==> src/design/mfd_pkg.sv <==
// Shared types and constants for the metering frame deframer.
// Used by the parser, the result queue, the result emitter and the top level.
package mfd_pkg;

  // Frame marks and header layout.
  localparam logic [7:0] START_MARK = 8'h68;
  localparam logic [7:0] END_MARK   = 8'h16;
  localparam int         HDR_BYTES  = 6;
  localparam int         LEN_W      = 14;
  localparam int         OFF_W      = 11;
  localparam int         ULEN_W     = 11;
  localparam int         CMP_W      = 16;

  // Index of the last header byte in a header burst.
  localparam logic [2:0] HDR_LAST = 3'(HDR_BYTES - 1);

  // Verdict codes carried on the end byte's result.
  localparam logic [1:0] VERDICT_BUSY    = 2'd0;
  localparam logic [1:0] VERDICT_GOOD    = 2'd1;
  localparam logic [1:0] VERDICT_BAD_SUM = 2'd2;
  localparam logic [1:0] VERDICT_BAD_END = 2'd3;

  // One queue entry: either a whole header burst or one frame byte.
  typedef struct packed {
    logic                             hdr;
    logic [HDR_BYTES-1:0][7:0]        bytes;
    logic [OFF_W-1:0]                 offset;
    logic [ULEN_W-1:0]                ulen;
    logic                             fend;
    logic [1:0]                       verdict;
  } entry_t;

endpackage

==> src/design/mfd_front.sv <==
// Front part of the deframer: header hunt window, frame position and checksum.
// Classifies each received byte and pushes work entries; depends on mfd_pkg.
module mfd_front
  import mfd_pkg::*;
#(
  parameter int BUFFER_BYTES = 2048
) (
  input  logic         clk,
  input  logic         rst,
  input  logic         take,
  input  logic [7:0]   rx_byte,
  output logic         push,
  output entry_t       push_entry
);

  localparam int POS_W = $clog2(BUFFER_BYTES);

  logic [HDR_BYTES-1:0][7:0] window;
  logic [2:0]                window_fill;
  logic                      in_frame;
  logic [POS_W-1:0]          byte_position;
  logic [LEN_W-1:0]          frame_length;
  logic [7:0]                running_sum;

  logic [HDR_BYTES-1:0][7:0] window_next;
  logic [LEN_W-1:0]          l1;
  logic [LEN_W-1:0]          l2;
  logic                      window_full;
  logic                      hdr_ok;
  logic [CMP_W-1:0]          pos_ext;
  logic [CMP_W-1:0]          sum_end;
  logic                      in_body;
  logic                      at_check;
  logic [1:0]                end_verdict;

  // Window after this byte: fill from the front, then slide.
  always_comb begin
    window_next = window;
    if (window_fill < 3'(HDR_BYTES)) begin
      window_next[window_fill] = rx_byte;
    end else begin
      for (int k = 0; k < HDR_BYTES - 1; k++) begin
        window_next[k] = window[k+1];
      end
      window_next[HDR_BYTES-1] = rx_byte;
    end
  end

  // Header check on the updated window; the low two bits of each length are markers.
  assign l1 = LEN_W'({window_next[2], window_next[1]} >> 2);
  assign l2 = LEN_W'({window_next[4], window_next[3]} >> 2);
  assign window_full = (window_fill >= 3'(HDR_BYTES - 1));
  assign hdr_ok = window_full &&
                  (window_next[0] == START_MARK) && (window_next[HDR_BYTES-1] == START_MARK) &&
                  (l1 == l2) && (l1 != '0) &&
                  ((CMP_W'(l1) + CMP_W'(8)) <= CMP_W'(BUFFER_BYTES));

  // Position class within a frame.
  assign pos_ext  = CMP_W'(byte_position);
  assign sum_end  = CMP_W'(frame_length) + CMP_W'(6);
  assign in_body  = (pos_ext < sum_end);
  assign at_check = (pos_ext == sum_end);

  always_comb begin
    if (rx_byte != END_MARK) begin
      end_verdict = VERDICT_BAD_END;
    end else if (running_sum != 8'd0) begin
      end_verdict = VERDICT_BAD_SUM;
    end else begin
      end_verdict = VERDICT_GOOD;
    end
  end

  // Entry pushed for this byte.
  always_comb begin
    push_entry          = '0;
    push_entry.bytes    = window_next;
    push_entry.ulen     = ULEN_W'(l1);
    push_entry.verdict  = VERDICT_BUSY;
    push                = 1'b0;
    if (in_frame) begin
      push                = take;
      push_entry.hdr      = 1'b0;
      push_entry.bytes    = '0;
      push_entry.bytes[0] = rx_byte;
      push_entry.offset   = OFF_W'(byte_position);
      push_entry.ulen     = ULEN_W'(frame_length);
      if (!in_body && !at_check) begin
        push_entry.fend    = 1'b1;
        push_entry.verdict = end_verdict;
      end
    end else begin
      push           = take && hdr_ok;
      push_entry.hdr = 1'b1;
    end
  end

  // Window storage is payload and needs no reset.
  always_ff @(posedge clk) begin
    if (take && !in_frame) begin
      window <= window_next;
    end
  end

  // Frame tracking state.
  always_ff @(posedge clk) begin
    if (rst) begin
      window_fill   <= '0;
      in_frame      <= 1'b0;
      byte_position <= '0;
      frame_length  <= '0;
      running_sum   <= '0;
    end else if (take) begin
      if (in_frame) begin
        if (in_body) begin
          running_sum   <= running_sum + rx_byte;
          byte_position <= byte_position + 1'b1;
        end else if (at_check) begin
          running_sum   <= running_sum - rx_byte;
          byte_position <= byte_position + 1'b1;
        end else begin
          in_frame      <= 1'b0;
          window_fill   <= '0;
          byte_position <= '0;
          running_sum   <= '0;
        end
      end else if (hdr_ok) begin
        in_frame      <= 1'b1;
        frame_length  <= l1;
        byte_position <= POS_W'(HDR_BYTES);
        running_sum   <= '0;
        window_fill   <= '0;
      end else if (window_fill < 3'(HDR_BYTES)) begin
        window_fill <= window_fill + 1'b1;
      end
    end
  end

endmodule

==> src/design/mfd_queue.sv <==
// Short queue of work entries between the deframer's front and back parts.
// Register-based storage with head and tail pointers; depends on mfd_pkg.
module mfd_queue
  import mfd_pkg::*;
#(
  parameter int DEPTH = 4
) (
  input  logic   clk,
  input  logic   rst,
  input  logic   push,
  input  entry_t push_entry,
  output logic   full,
  input  logic   pop,
  output logic   not_empty,
  output entry_t head_entry
);

  localparam int PTR_W = (DEPTH > 1) ? $clog2(DEPTH) : 1;
  localparam int CNT_W = $clog2(DEPTH + 1);

  entry_t           slots [DEPTH];
  logic [PTR_W-1:0] head;
  logic [PTR_W-1:0] tail;
  logic [CNT_W-1:0] count;

  assign full       = (count == CNT_W'(DEPTH));
  assign not_empty  = (count != '0);
  assign head_entry = slots[head];

  // Entry storage.
  always_ff @(posedge clk) begin
    if (push) begin
      slots[tail] <= push_entry;
    end
  end

  // Pointers and occupancy.
  always_ff @(posedge clk) begin
    if (rst) begin
      head  <= '0;
      tail  <= '0;
      count <= '0;
    end else begin
      if (push) begin
        tail <= (tail == PTR_W'(DEPTH - 1)) ? '0 : tail + 1'b1;
      end
      if (pop) begin
        head <= (head == PTR_W'(DEPTH - 1)) ? '0 : head + 1'b1;
      end
      if (push && !pop) begin
        count <= count + 1'b1;
      end else if (pop && !push) begin
        count <= count - 1'b1;
      end
    end
  end

endmodule

==> src/design/mfd_back.sv <==
// Back part of the deframer: expands queue entries into results.
// A header entry becomes six results; holds the output register; depends on mfd_pkg.
module mfd_back
  import mfd_pkg::*;
(
  input  logic              clk,
  input  logic              rst,
  input  logic              have_entry,
  input  entry_t            entry,
  output logic              pop,
  output logic              out_valid,
  input  logic              out_ready,
  output logic [7:0]        data_byte,
  output logic [OFF_W-1:0]  offset,
  output logic [ULEN_W-1:0] user_length,
  output logic              frame_end,
  output logic [1:0]        verdict,
  output logic              last
);

  logic [2:0] burst_idx;
  logic       load;
  logic       burst_done;

  assign load       = have_entry && (!out_valid || out_ready);
  assign burst_done = (burst_idx == HDR_LAST);
  assign pop        = load && (!entry.hdr || burst_done);

  // Output register payload.
  always_ff @(posedge clk) begin
    if (load) begin
      user_length <= entry.ulen;
      frame_end   <= entry.fend;
      verdict     <= entry.verdict;
      if (entry.hdr) begin
        data_byte <= entry.bytes[burst_idx];
        offset    <= OFF_W'(burst_idx);
        last      <= burst_done;
      end else begin
        data_byte <= entry.bytes[0];
        offset    <= entry.offset;
        last      <= 1'b1;
      end
    end
  end

  // Output valid and header burst counter.
  always_ff @(posedge clk) begin
    if (rst) begin
      out_valid <= 1'b0;
      burst_idx <= '0;
    end else begin
      if (load) begin
        out_valid <= 1'b1;
      end else if (out_ready) begin
        out_valid <= 1'b0;
      end
      if (load && entry.hdr) begin
        burst_idx <= burst_done ? '0 : burst_idx + 1'b1;
      end
    end
  end

endmodule

==> src/design/meter_frame_deframer.sv <==
// Metering frame deframer: hunts for a 0x68 / L1 / L2 / 0x68 header in a byte
// stream and passes each frame byte on with its offset, user length and end verdict.
//
// Input channel: rx_byte with in_valid / in_ready, one byte per transfer.
// Output channel: data_byte, offset, user_length, frame_end, verdict and last
// with out_valid / out_ready, one result per transfer.
// The queue is written at the transfer of the byte that causes a result, and
// the output register is loaded from the queue once it is free or taken.
// Throughput: one byte per cycle inside a frame and while hunting, while the
// queue has room. A valid header yields six results at once and the result
// emitter gives one result per cycle while the receiver takes them, so the
// queue can fill behind a header, and in_ready then drops until it has room.
// Reset: rst is synchronous and active high; it empties the queue and the
// output register and restarts the hunt with an empty header window.
// Receiver stall: results wait in the output register and queue; when the
// queue is full in_ready goes low until the receiver takes results again.
// After an end byte, good or not, hunting restarts with the next byte.
module meter_frame_deframer
  import mfd_pkg::*;
#(
  parameter int BUFFER_BYTES = 2048,
  parameter int QUEUE_DEPTH  = 4
) (
  input  logic              clk,
  input  logic              rst,
  input  logic              in_valid,
  output logic              in_ready,
  input  logic [7:0]        rx_byte,
  output logic              out_valid,
  input  logic              out_ready,
  output logic [7:0]        data_byte,
  output logic [OFF_W-1:0]  offset,
  output logic [ULEN_W-1:0] user_length,
  output logic              frame_end,
  output logic [1:0]        verdict,
  output logic              last
);

  logic   take;
  logic   push;
  entry_t push_entry;
  logic   full;
  logic   pop;
  logic   not_empty;
  entry_t head_entry;

  // Bytes are taken whenever the queue has room.
  assign in_ready = !full;
  assign take     = in_valid && in_ready;

  mfd_front #(
    .BUFFER_BYTES(BUFFER_BYTES)
  ) u_front (
    .clk       (clk),
    .rst       (rst),
    .take      (take),
    .rx_byte   (rx_byte),
    .push      (push),
    .push_entry(push_entry)
  );

  mfd_queue #(
    .DEPTH(QUEUE_DEPTH)
  ) u_queue (
    .clk       (clk),
    .rst       (rst),
    .push      (push),
    .push_entry(push_entry),
    .full      (full),
    .pop       (pop),
    .not_empty (not_empty),
    .head_entry(head_entry)
  );

  mfd_back u_back (
    .clk        (clk),
    .rst        (rst),
    .have_entry (not_empty),
    .entry      (head_entry),
    .pop        (pop),
    .out_valid  (out_valid),
    .out_ready  (out_ready),
    .data_byte  (data_byte),
    .offset     (offset),
    .user_length(user_length),
    .frame_end  (frame_end),
    .verdict    (verdict),
    .last       (last)
  );

endmodule
==> config.mk <==
export PLATFORM = sky130hd
export DESIGN_NAME = meter_frame_deframer
export DESIGN_NICKNAME = d
export VERILOG_FILES = /design/src/design/mfd_pkg.sv /design/src/design/mfd_front.sv /design/src/design/mfd_queue.sv /design/src/design/mfd_back.sv /design/src/design/meter_frame_deframer.sv
export SDC_FILE = /design/constraint.sdc
export NUM_CORES = 1
export LEC_CHECK = 0
export BUFFER_PORTS_ARGS = -buffer_cell sky130_fd_sc_hd__buf_2
export CAP_MARGIN = 20
export CORE_UTILIZATION = 32
export CTS_BUF_LIST = sky130_fd_sc_hd__clkbuf_8
export DETAILED_ROUTE_END_ITERATION = 10
export GPL_ROUTABILITY_DRIVEN = 0
export PLACE_DENSITY = 0.58
export SLEW_MARGIN = 20
export SYNTH_ARGS = -nofsm -noshare
export SYNTH_HDL_FRONTEND = slang
export SYNTH_SLANG_ARGS = --single-unit
==> constraint.sdc <==
create_clock -name clk -period 4.68 [get_ports clk]
set_clock_uncertainty 0.1 [all_clocks]
set_input_delay 0.468 -clock clk [delete_from_list [all_inputs] [get_ports clk]]
set_output_delay 0.468 -clock clk [all_outputs]
set_load 0.03 [all_outputs]
==> impl_metrics.yaml, run 1 <==
clock_network:
  tritoncts: "yes"
  path_clk_slew_ns: 0.06
  clock_path_buffers: 3
  cts_root_buffer: "sky130_fd_sc_hd__clkbuf_8"
  cts.sink_count: 428
  post_cts_hold_buffer_count: 0
  ctsHtreeMaxLevel: 3
  cts_made_buffers: 72
  clock_latency_on_the_worst_skew_pair_ns: 0.64
finish:
  syn_to_final_growth_pct: 15.1
  nets: 1437
  finish.instance_area_mm2: 0.0219
  layout_commonest_cell: "sky130_fd_sc_hd__edfxtp_1"
  postLayoutCoreUtil_pct: 37.2
  drive_above_1_share_pct: 23.2
  layout.cells.most_common_list: "378 x sky130_fd_sc_hd__edfxtp_1, 82 x sky130_fd_sc_hd__mux4_2, 77 x sky130_fd_sc_hd__inv_1"
routing:
  drt-initial-drc-count: 1226
  drt-total-wl_um: 48500
  dr_wl_met2_um: 22100
  firstDrtPassIters: 9
  ant_nets: 0
  num_vias: 11725
  top_signal_layer_used: "met4"
  routed_wire_length_on_met3_um: 3140
  avgRoutedWirePerCell_um: 21.9
  drt-vias-per-instance: 5.29
  drcViolationCount: 2
  met1Wirelength_um: 21900
die:
  ioPinCount: 48
  core.rowCount: 89
  die_width_um: 246
  dieHeight_um: 246
  core-area_mm2: 0.0589
  floorplan.initialDensity_pct: 32.4
  design.die.area_mm2: 0.0605
grt:
  grt_pass1_vias: 11535
  first_pass_grt_wire_length_um: 72700
  grt_start_max_net_pins: 60
  grt_util_all_layers_pct: 16.1
  grt-ovfl-total: 0
  initial_antenna_violation_count: 2
setup_path:
  reg2reg_depth: 15
  setup.worst_path.start: "u_front.window_fill[2]$_SDFFE_PP0P_"
  crit_path_end: "u_queue.count[2]$_SDFFE_PP0P_"
  category_of_the_critical_setup_timing_path: "reg -> reg"
  critical_path.endpoint_type: "flip-flop"
  r2r_end: "u_queue.count[2]$_SDFFE_PP0P_"
  worst_r2r_startpoint: "u_front.window_fill[2]$_SDFFE_PP0P_"
  critPathArrivalTime_ns: 4.94
  crit_path_max_fanout: 24
  crit_path_start_kind: "flip-flop"
  worst-r2r-setup-slack_ns: 0.18
  critical_path_required_ns: 5.12
power:
  vdd_drop_max_mv: 0.186
  ratio_of_total_power_to_cell_area_mw_per_mm2: 356
  power.share.clock_pct: 39.0
  net-switching-power_mw: 1.86
  share_of_total_power_in_sequential_cells_pct: 54.8
  p_sw_share_pct: 23.8
  power.share.combinational_pct: 6.3
  cell_internal_pwr_mw: 5.94
  p_leak_nw: 7.32
timing:
  final-hold-violation-count: 0
  setup_repair_after_global_routing_missed_its_margin: "no"
  worst_pin_slew_ns: 0.853
  min_period_over_period_pct: 96.2
  maxSlewViolCount: 0
  setup_viol_count_final: 0
  achievable-frequency_ghz: 0.222
  maxSlewHeadroom_pct: 43.1
  final.setup.worst_slack_ns: 0.179
  fin_setup_tns_ns: 0
  final_period_minus_worst_setup_slack_ns: 4.50
synthesis:
  synth_area_mm2: 0.0191
  share_of_flip_flops_with_an_asynchronous_set_or_reset_pct: 0
  postSynthAreaPerCell_um2: 15.0
  synth_largest_area_cell: "sky130_fd_sc_hd__edfxtp_1"
  synth_cell_type_count: 77
  yosysTopAreaCellShare_pct: 59.6
  number_of_standard_cells_after_synthesis: 1271
  synth-edff-count: 378
  synth.area.top_cells: "sky130_fd_sc_hd__edfxtp_1 60%, sky130_fd_sc_hd__mux4_2 9.7%, sky130_fd_sc_hd__dfxtp_1 5.3%"
  ys_warn_count: 0
  synth_seq_cells: 428
  synth.net_count: 1322
  ys_seq_area_share_pct: 64.8
  ys.flop_type: "sky130_fd_sc_hd__edfxtp_1"
run:
  drv.max_cap_violation_count: 0
placement:
  placement.cell_area_mm2: 0.0206
  post-dp-hpwl_um: 32400
  detailedPlace.worstSlack_ns: 0.279
  io_buffers: 47
run_status:
  violations: "DRC"
  outcome: "complete, but fails checks"
min_path:
  timing.hold.worst.class: "in -> reg"
==> area by class of cell <==
class | instances | area (um^2)
multi-input cells | 720 | 6210
clock buffers | 75 | 1030
inverters | 52 | 195
diodes | 1 | 2.50
well taps | 773 | 967
repair buffers | 112 | 891
flip-flops and latches | 428 | 12400
fillers | 5466 | 37000
clock inverters | 54 | 269
==> worst max-delay path: stages, from the launching register on <==
cell	delay, ns
sky130_fd_sc_hd__dfxtp_2	0.36
sky130_fd_sc_hd__buf_12	0.17
sky130_fd_sc_hd__nor2_4	0.24
sky130_fd_sc_hd__nor2_1	0.07
sky130_fd_sc_hd__o31a_1	0.28
sky130_fd_sc_hd__or4_1	0.54
sky130_fd_sc_hd__or4_4	0.59
sky130_fd_sc_hd__nor4_4	0.41
sky130_fd_sc_hd__a41oi_2	0.19
sky130_fd_sc_hd__nor2_2	0.16
sky130_fd_sc_hd__ha_1	0.21
sky130_fd_sc_hd__inv_1	0.06
sky130_fd_sc_hd__fa_1	0.38
sky130_fd_sc_hd__xor2_1	0.18
sky130_fd_sc_hd__or3_1	0.30
sky130_fd_sc_hd__a21oi_1	0.15
==> flip-flops by register name (all words and copies together), names as in the netlist, named ones only <==
name,flops
u_back.frame_end,1
u_front.frame_length,14
u_back.data_byte,8
u_front.byte_position,11
u_front.running_sum,8
u_queue.tail,2
u_front.window,48
u_front.window_fill,3
u_back.offset,11
u_back.out_valid,1
u_queue.slots,296
u_back.burst_idx,3
u_front.in_frame,1
u_back.user_length,11
u_queue.count,3
u_back.verdict,2
u_queue.head,2
u_back.last,1
==> metrics by stage <==
step	power, mW	hold WS, ns	cells
finish	7.80	0.0452	2215
global route	8.09	0.0489	2215
CTS	7.88	0.000507	2212
detailed placement	4.83	0.371	2083
global placement	4.82	0.366	2083
floorplan	4.62	0.353	1271
==> cell families (layout without fill, tap and decap cells) <==
family	Yosys count	count (layout)	share of synthesized area, %
adder cells (fa/ha/maj)	39	39	2.68
other	0	1	0
flip-flops	428	428	64.8
buffers and inverters	123	293	2.80
XOR/XNOR	33	33	1.52
AND/OR/NAND/NOR	286	286	7.77
multiplexers	123	123	12.0
AO/OA/AOI/OAI	239	239	8.41
==> how the worst min path moves through the flow <==
stage | startpoint | to | depth (start not counted)
after floorplan | u_front.frame_length[13]$_SDFFE_PP0P_ | u_front.frame_length[13]$_SDFFE_PP0P_ | 1
after global placement | u_queue.head[0]$_SDFFE_PP0P_ | flip-flop | 2
after detailed placement | u_front.frame_length[13]$_SDFFE_PP0P_ | u_front.frame_length[13]$_SDFFE_PP0P_ | 1
after CTS | out_ready | u_back.out_valid$_SDFFE_PP0P_ | 4
after global routing | out_ready | u_back.out_valid$_SDFFE_PP0P_ | 4
final | out_ready | u_back.out_valid$_SDFFE_PP0P_ | 4
==> timing repair <==
| item | CTS | global route |
|---|---|---|
| setup endpoints to repair | 0 | 1 |
| buffers inserted | 0 | 1 |
| gates resized for setup | 0 | 4 |
==> routing by layer <==
metal  vias up  global-route usage [%]
met4         0                    6.30
li1       5209                       -
met2       481                    24.3
met3        96                    3.08
met1      5939                    22.7
met5         -                       0
==> synth_stat cells (all sizes together) (25+ instances only) <==
| cell | n |
|---|---|
| o21ai | 52 |
| mux4 | 82 |
| mux2 | 26 |
| ha | 36 |
| clkbuf | 46 |
| nand2 | 58 |
| buf | 25 |
| dfxtp | 50 |
| nor2 | 74 |
| a21oi | 69 |
| inv | 51 |
| edfxtp | 378 |
| and2 | 32 |
==> power by group through the flow <==
stage	sequential, mW	combinational [mW]	clock (mW)
finish	4.27	0.488	3.04
global route	4.27	0.525	3.29
CTS	4.27	0.479	3.13
detailed placement	4.35	0.477	0
global placement	4.35	0.468	0
floorplan	4.33	0.286	0
No activity file was read; power rests on OpenSTA's default activity.
==> inputs of run 2 (changes only) <==
==> constraint.sdc (replaced) <==
create_clock -name clk -period 3.9 [get_ports clk]
set_clock_uncertainty 0.1 [all_clocks]
set_input_delay 0.39 -clock clk [delete_from_list [all_inputs] [get_ports clk]]
set_output_delay 0.39 -clock clk [all_outputs]
set_load 0.03 [all_outputs]
==> run 2 against run 1 <==
- the run ends with DRC, setup timing left
- flip-flop and latch count did not move
- fmax rose by 9.5%
- power rose by 24%
- combinational power rose by 61%
- routed wire length rose by 11%
- via count rose by 7.6%
- sequential share of layout area fell by 5.3 points
- global-route usage rose by 1.7 points
- sequential power rose by 20%
- die area did not move
- final area rose by 10%
- largest power group unchanged
- highest routed layer unchanged
==> impl_metrics.yaml, run 2 (synthesized netlist as in run 1, its figures left out) <==
run_status:
  outcome: "complete, but fails checks"
  violations: "DRC, setup timing"
clock_network:
  cts_root_buffer: "sky130_fd_sc_hd__clkbuf_8"
  tritoncts: "yes"
  path_clk_slew_ns: 0.07
  clock_latency_on_the_worst_skew_pair_ns: 0.66
  ctsHtreeMaxLevel: 3
  cts.sink_count: 428
  cts_made_buffers: 73
  clock_path_buffers: 3
finish:
  fill_cells: 5319
  multi_input_comb_area_mm2: 0.00641
  syn_to_final_growth_pct: 27.0
  nets: 1620
  drive_above_1_share_pct: 33.6
  largest_register_ff_count: 296
  layout_commonest_cell: "sky130_fd_sc_hd__edfxtp_1"
  finish.instance_area_mm2: 0.0242
  top_regs: "u_queue.slots (296), u_front.window (48), u_front.frame_length (14)"
  regArea_mm2: 0.0124
  layout.cells.most_common_list: "378 x sky130_fd_sc_hd__edfxtp_1, 155 x sky130_fd_sc_hd__buf_4, 82 x sky130_fd_sc_hd__mux4_2"
  largest_register: "u_queue.slots"
setup_path:
  reg2reg_depth: 17
  crit_path_max_fanout: 6
  critPathMaxStageDelay_ns: 0.57
  critPathArrivalTime_ns: 4.55
  setup.worst_path.start: "u_front.window_fill[2]$_SDFFE_PP0P_"
  category_of_the_critical_setup_timing_path: "reg -> reg"
  crit_path_end: "u_queue.count[2]$_SDFFE_PP0P_"
  crit_path_start_kind: "flip-flop"
  r2r_end: "u_queue.count[2]$_SDFFE_PP0P_"
  critical_path.endpoint_type: "flip-flop"
  worst-r2r-setup-slack_ns: -0.21
  critical_path.cell_chain: "buf_6 -> buf_6 -> nor2_4 -> buf_4 -> o211ai_1 -> o21ai_1 -> or4_1 -> or4_4 -> nor4_4 -> a41oi_4 -> nor2_4 -> ha_4 -> inv_2 -> fa_2 -> xor2_1 -> or3_1 -> a21oi_1"
  critical-path-slowest-cell: "sky130_fd_sc_hd__or4_4"
  worst_r2r_startpoint: "u_front.window_fill[2]$_SDFFE_PP0P_"
  critical_path_required_ns: 4.34
timing:
  final-hold-violation-count: 0
  final.setup.worst_slack_ns: -0.210
  worst_pin_slew_ns: 0.911
  achievable-frequency_ghz: 0.243
  min_period_over_period_pct: 105
  maxSlewHeadroom_pct: 38.6
  setup_repair_after_global_routing_missed_its_margin: "yes"
  maxSlewViolCount: 0
  fin_worst_hold_slack_ns: 0.116
  setup_viol_count_final: 287
  fin_setup_tns_ns: -26.51
  final_period_minus_worst_setup_slack_ns: 4.11
routing:
  drt-total-wl_um: 53700
  drt-vias-per-instance: 5.27
  ant_nets: 0
  firstDrtPassIters: 11
  avgRoutedWirePerCell_um: 22.4
  drt-initial-drc-count: 1045
  drcViolationCount: 2
  num_vias: 12615
die:
  dieHeight_um: 246
  floorplan.initialDensity_pct: 32.4
  core-area_mm2: 0.0589
  design.die.area_mm2: 0.0605
  core.rowCount: 89
  ioPinCount: 48
  die_width_um: 246
grt:
  initial_antenna_violation_count: 4
  grt_util_all_layers_pct: 17.8
  grt_start_max_net_pins: 51
  grt-ovfl-total: 0
  grt_pass1_vias: 12641
  first_pass_grt_wire_length_um: 79500
placement:
  post-dp-hpwl_um: 33700
  placement.cell_area_mm2: 0.0214
  io_buffers: 47
run:
  drv.max_cap_violation_count: 0
power:
  vdd_drop_max_mv: 0.183
  ratio_of_total_power_to_cell_area_mw_per_mm2: 398
  p_leak_nw: 8.49
min_path:
  timing.hold.worst.class: "in -> reg"
[run 2: cell types whose count changed in the layout (fill, tap and decap cells not counted), sizes merged]
| cell | change |
|---|---|
| and3 | +3 |
| inv | -8 |
| buf | +176 |
| clkbuf | +3 |
| clkinv | +3 |
| dlygate4sd3 | +1 |
| bufinv | +1 |
[run 2: final cells by class]
class	count	share of cell area, %
diodes	1	0.0103
multi-input cells	723	26.5
clock inverters	50	1.12
well taps	773	3.99
flip-flops and latches	428	51.1
inverters	52	0.806
clock buffers	76	4.32
repair buffers	291	12.2
[run 2: layer usage]
layer	routed length [um]	part of all wire, %	track usage [%]
met5	0	0	0
met4	1480	2.8	6.78
met3	3980	7.4	3.30
met2	25100	47	27.6
met1	23200	43	24.7
[run 2: through the flow]
stage                     utilization, %  instances  worst slack [ns]  total power, mW
final                               41.1       2394            -0.210             9.64
after global routing                41.1       2394            -0.324             9.96
after CTS                           40.9       2388            -0.373             9.64
after detailed placement            36.3       2188            -0.431             5.91
after global placement              36.3       2188            -0.397             5.90
after floorplan                        -       1271            -0.303             5.54
[run 2: worst min-delay path by stage]
stage / slack (ns) / cells after the start / from / to
2_1_floorplan: 0.35 / 1 / u_front.frame_length[13]$_SDFFE_PP0P_ / u_front.frame_length[13]$_SDFFE_PP0P_
3_3_place_gp: 0.37 / 1 / u_front.frame_length[13]$_SDFFE_PP0P_ / u_front.frame_length[13]$_SDFFE_PP0P_
3_5_place_dp: 0.37 / 1 / u_front.frame_length[13]$_SDFFE_PP0P_ / u_front.frame_length[13]$_SDFFE_PP0P_
4_1_cts: 0.07 / 4 / rst / u_front.running_sum[7]$_SDFFE_PP0P_
5_1_grt: 0.11 / 4 / rst / u_front.running_sum[7]$_SDFFE_PP0P_
6_report: 0.12 / 4 / rst / u_front.running_sum[7]$_SDFFE_PP0P_
[run 2: power by group]
part / switching [mW] / internal [mW] / total [mW]
registers: 0.0465 / 5.08 / 5.13
clock network: 1.79 / 1.94 / 3.72
logic: 0.458 / 0.327 / 0.786
total: 2.29 / 7.34 / 9.64
[run 2: timing repair]
action / in CTS / in global routing
gates cloned: 26 / 3
hold buffers: 1 / 0
resized for setup: 103 / 67
endpoints found under the hold margin: 1 / 0
setup buffers: 48 / 26
setup endpoints to repair: 299 / 309
pin swaps: 17 / 16
[run 2: worst max-delay path: cells and delay by family (launching register included)]
| family | cells | cell delay (ns) |
|---|---|---|
| buf+inv | 4 | 0.43 |
| fa+ha+maj | 2 | 0.52 |
| compound gates | 4 | 0.55 |
| flops | 1 | 0.35 |
| xor+xnor | 1 | 0.16 |
| simple gates | 6 | 1.87 |
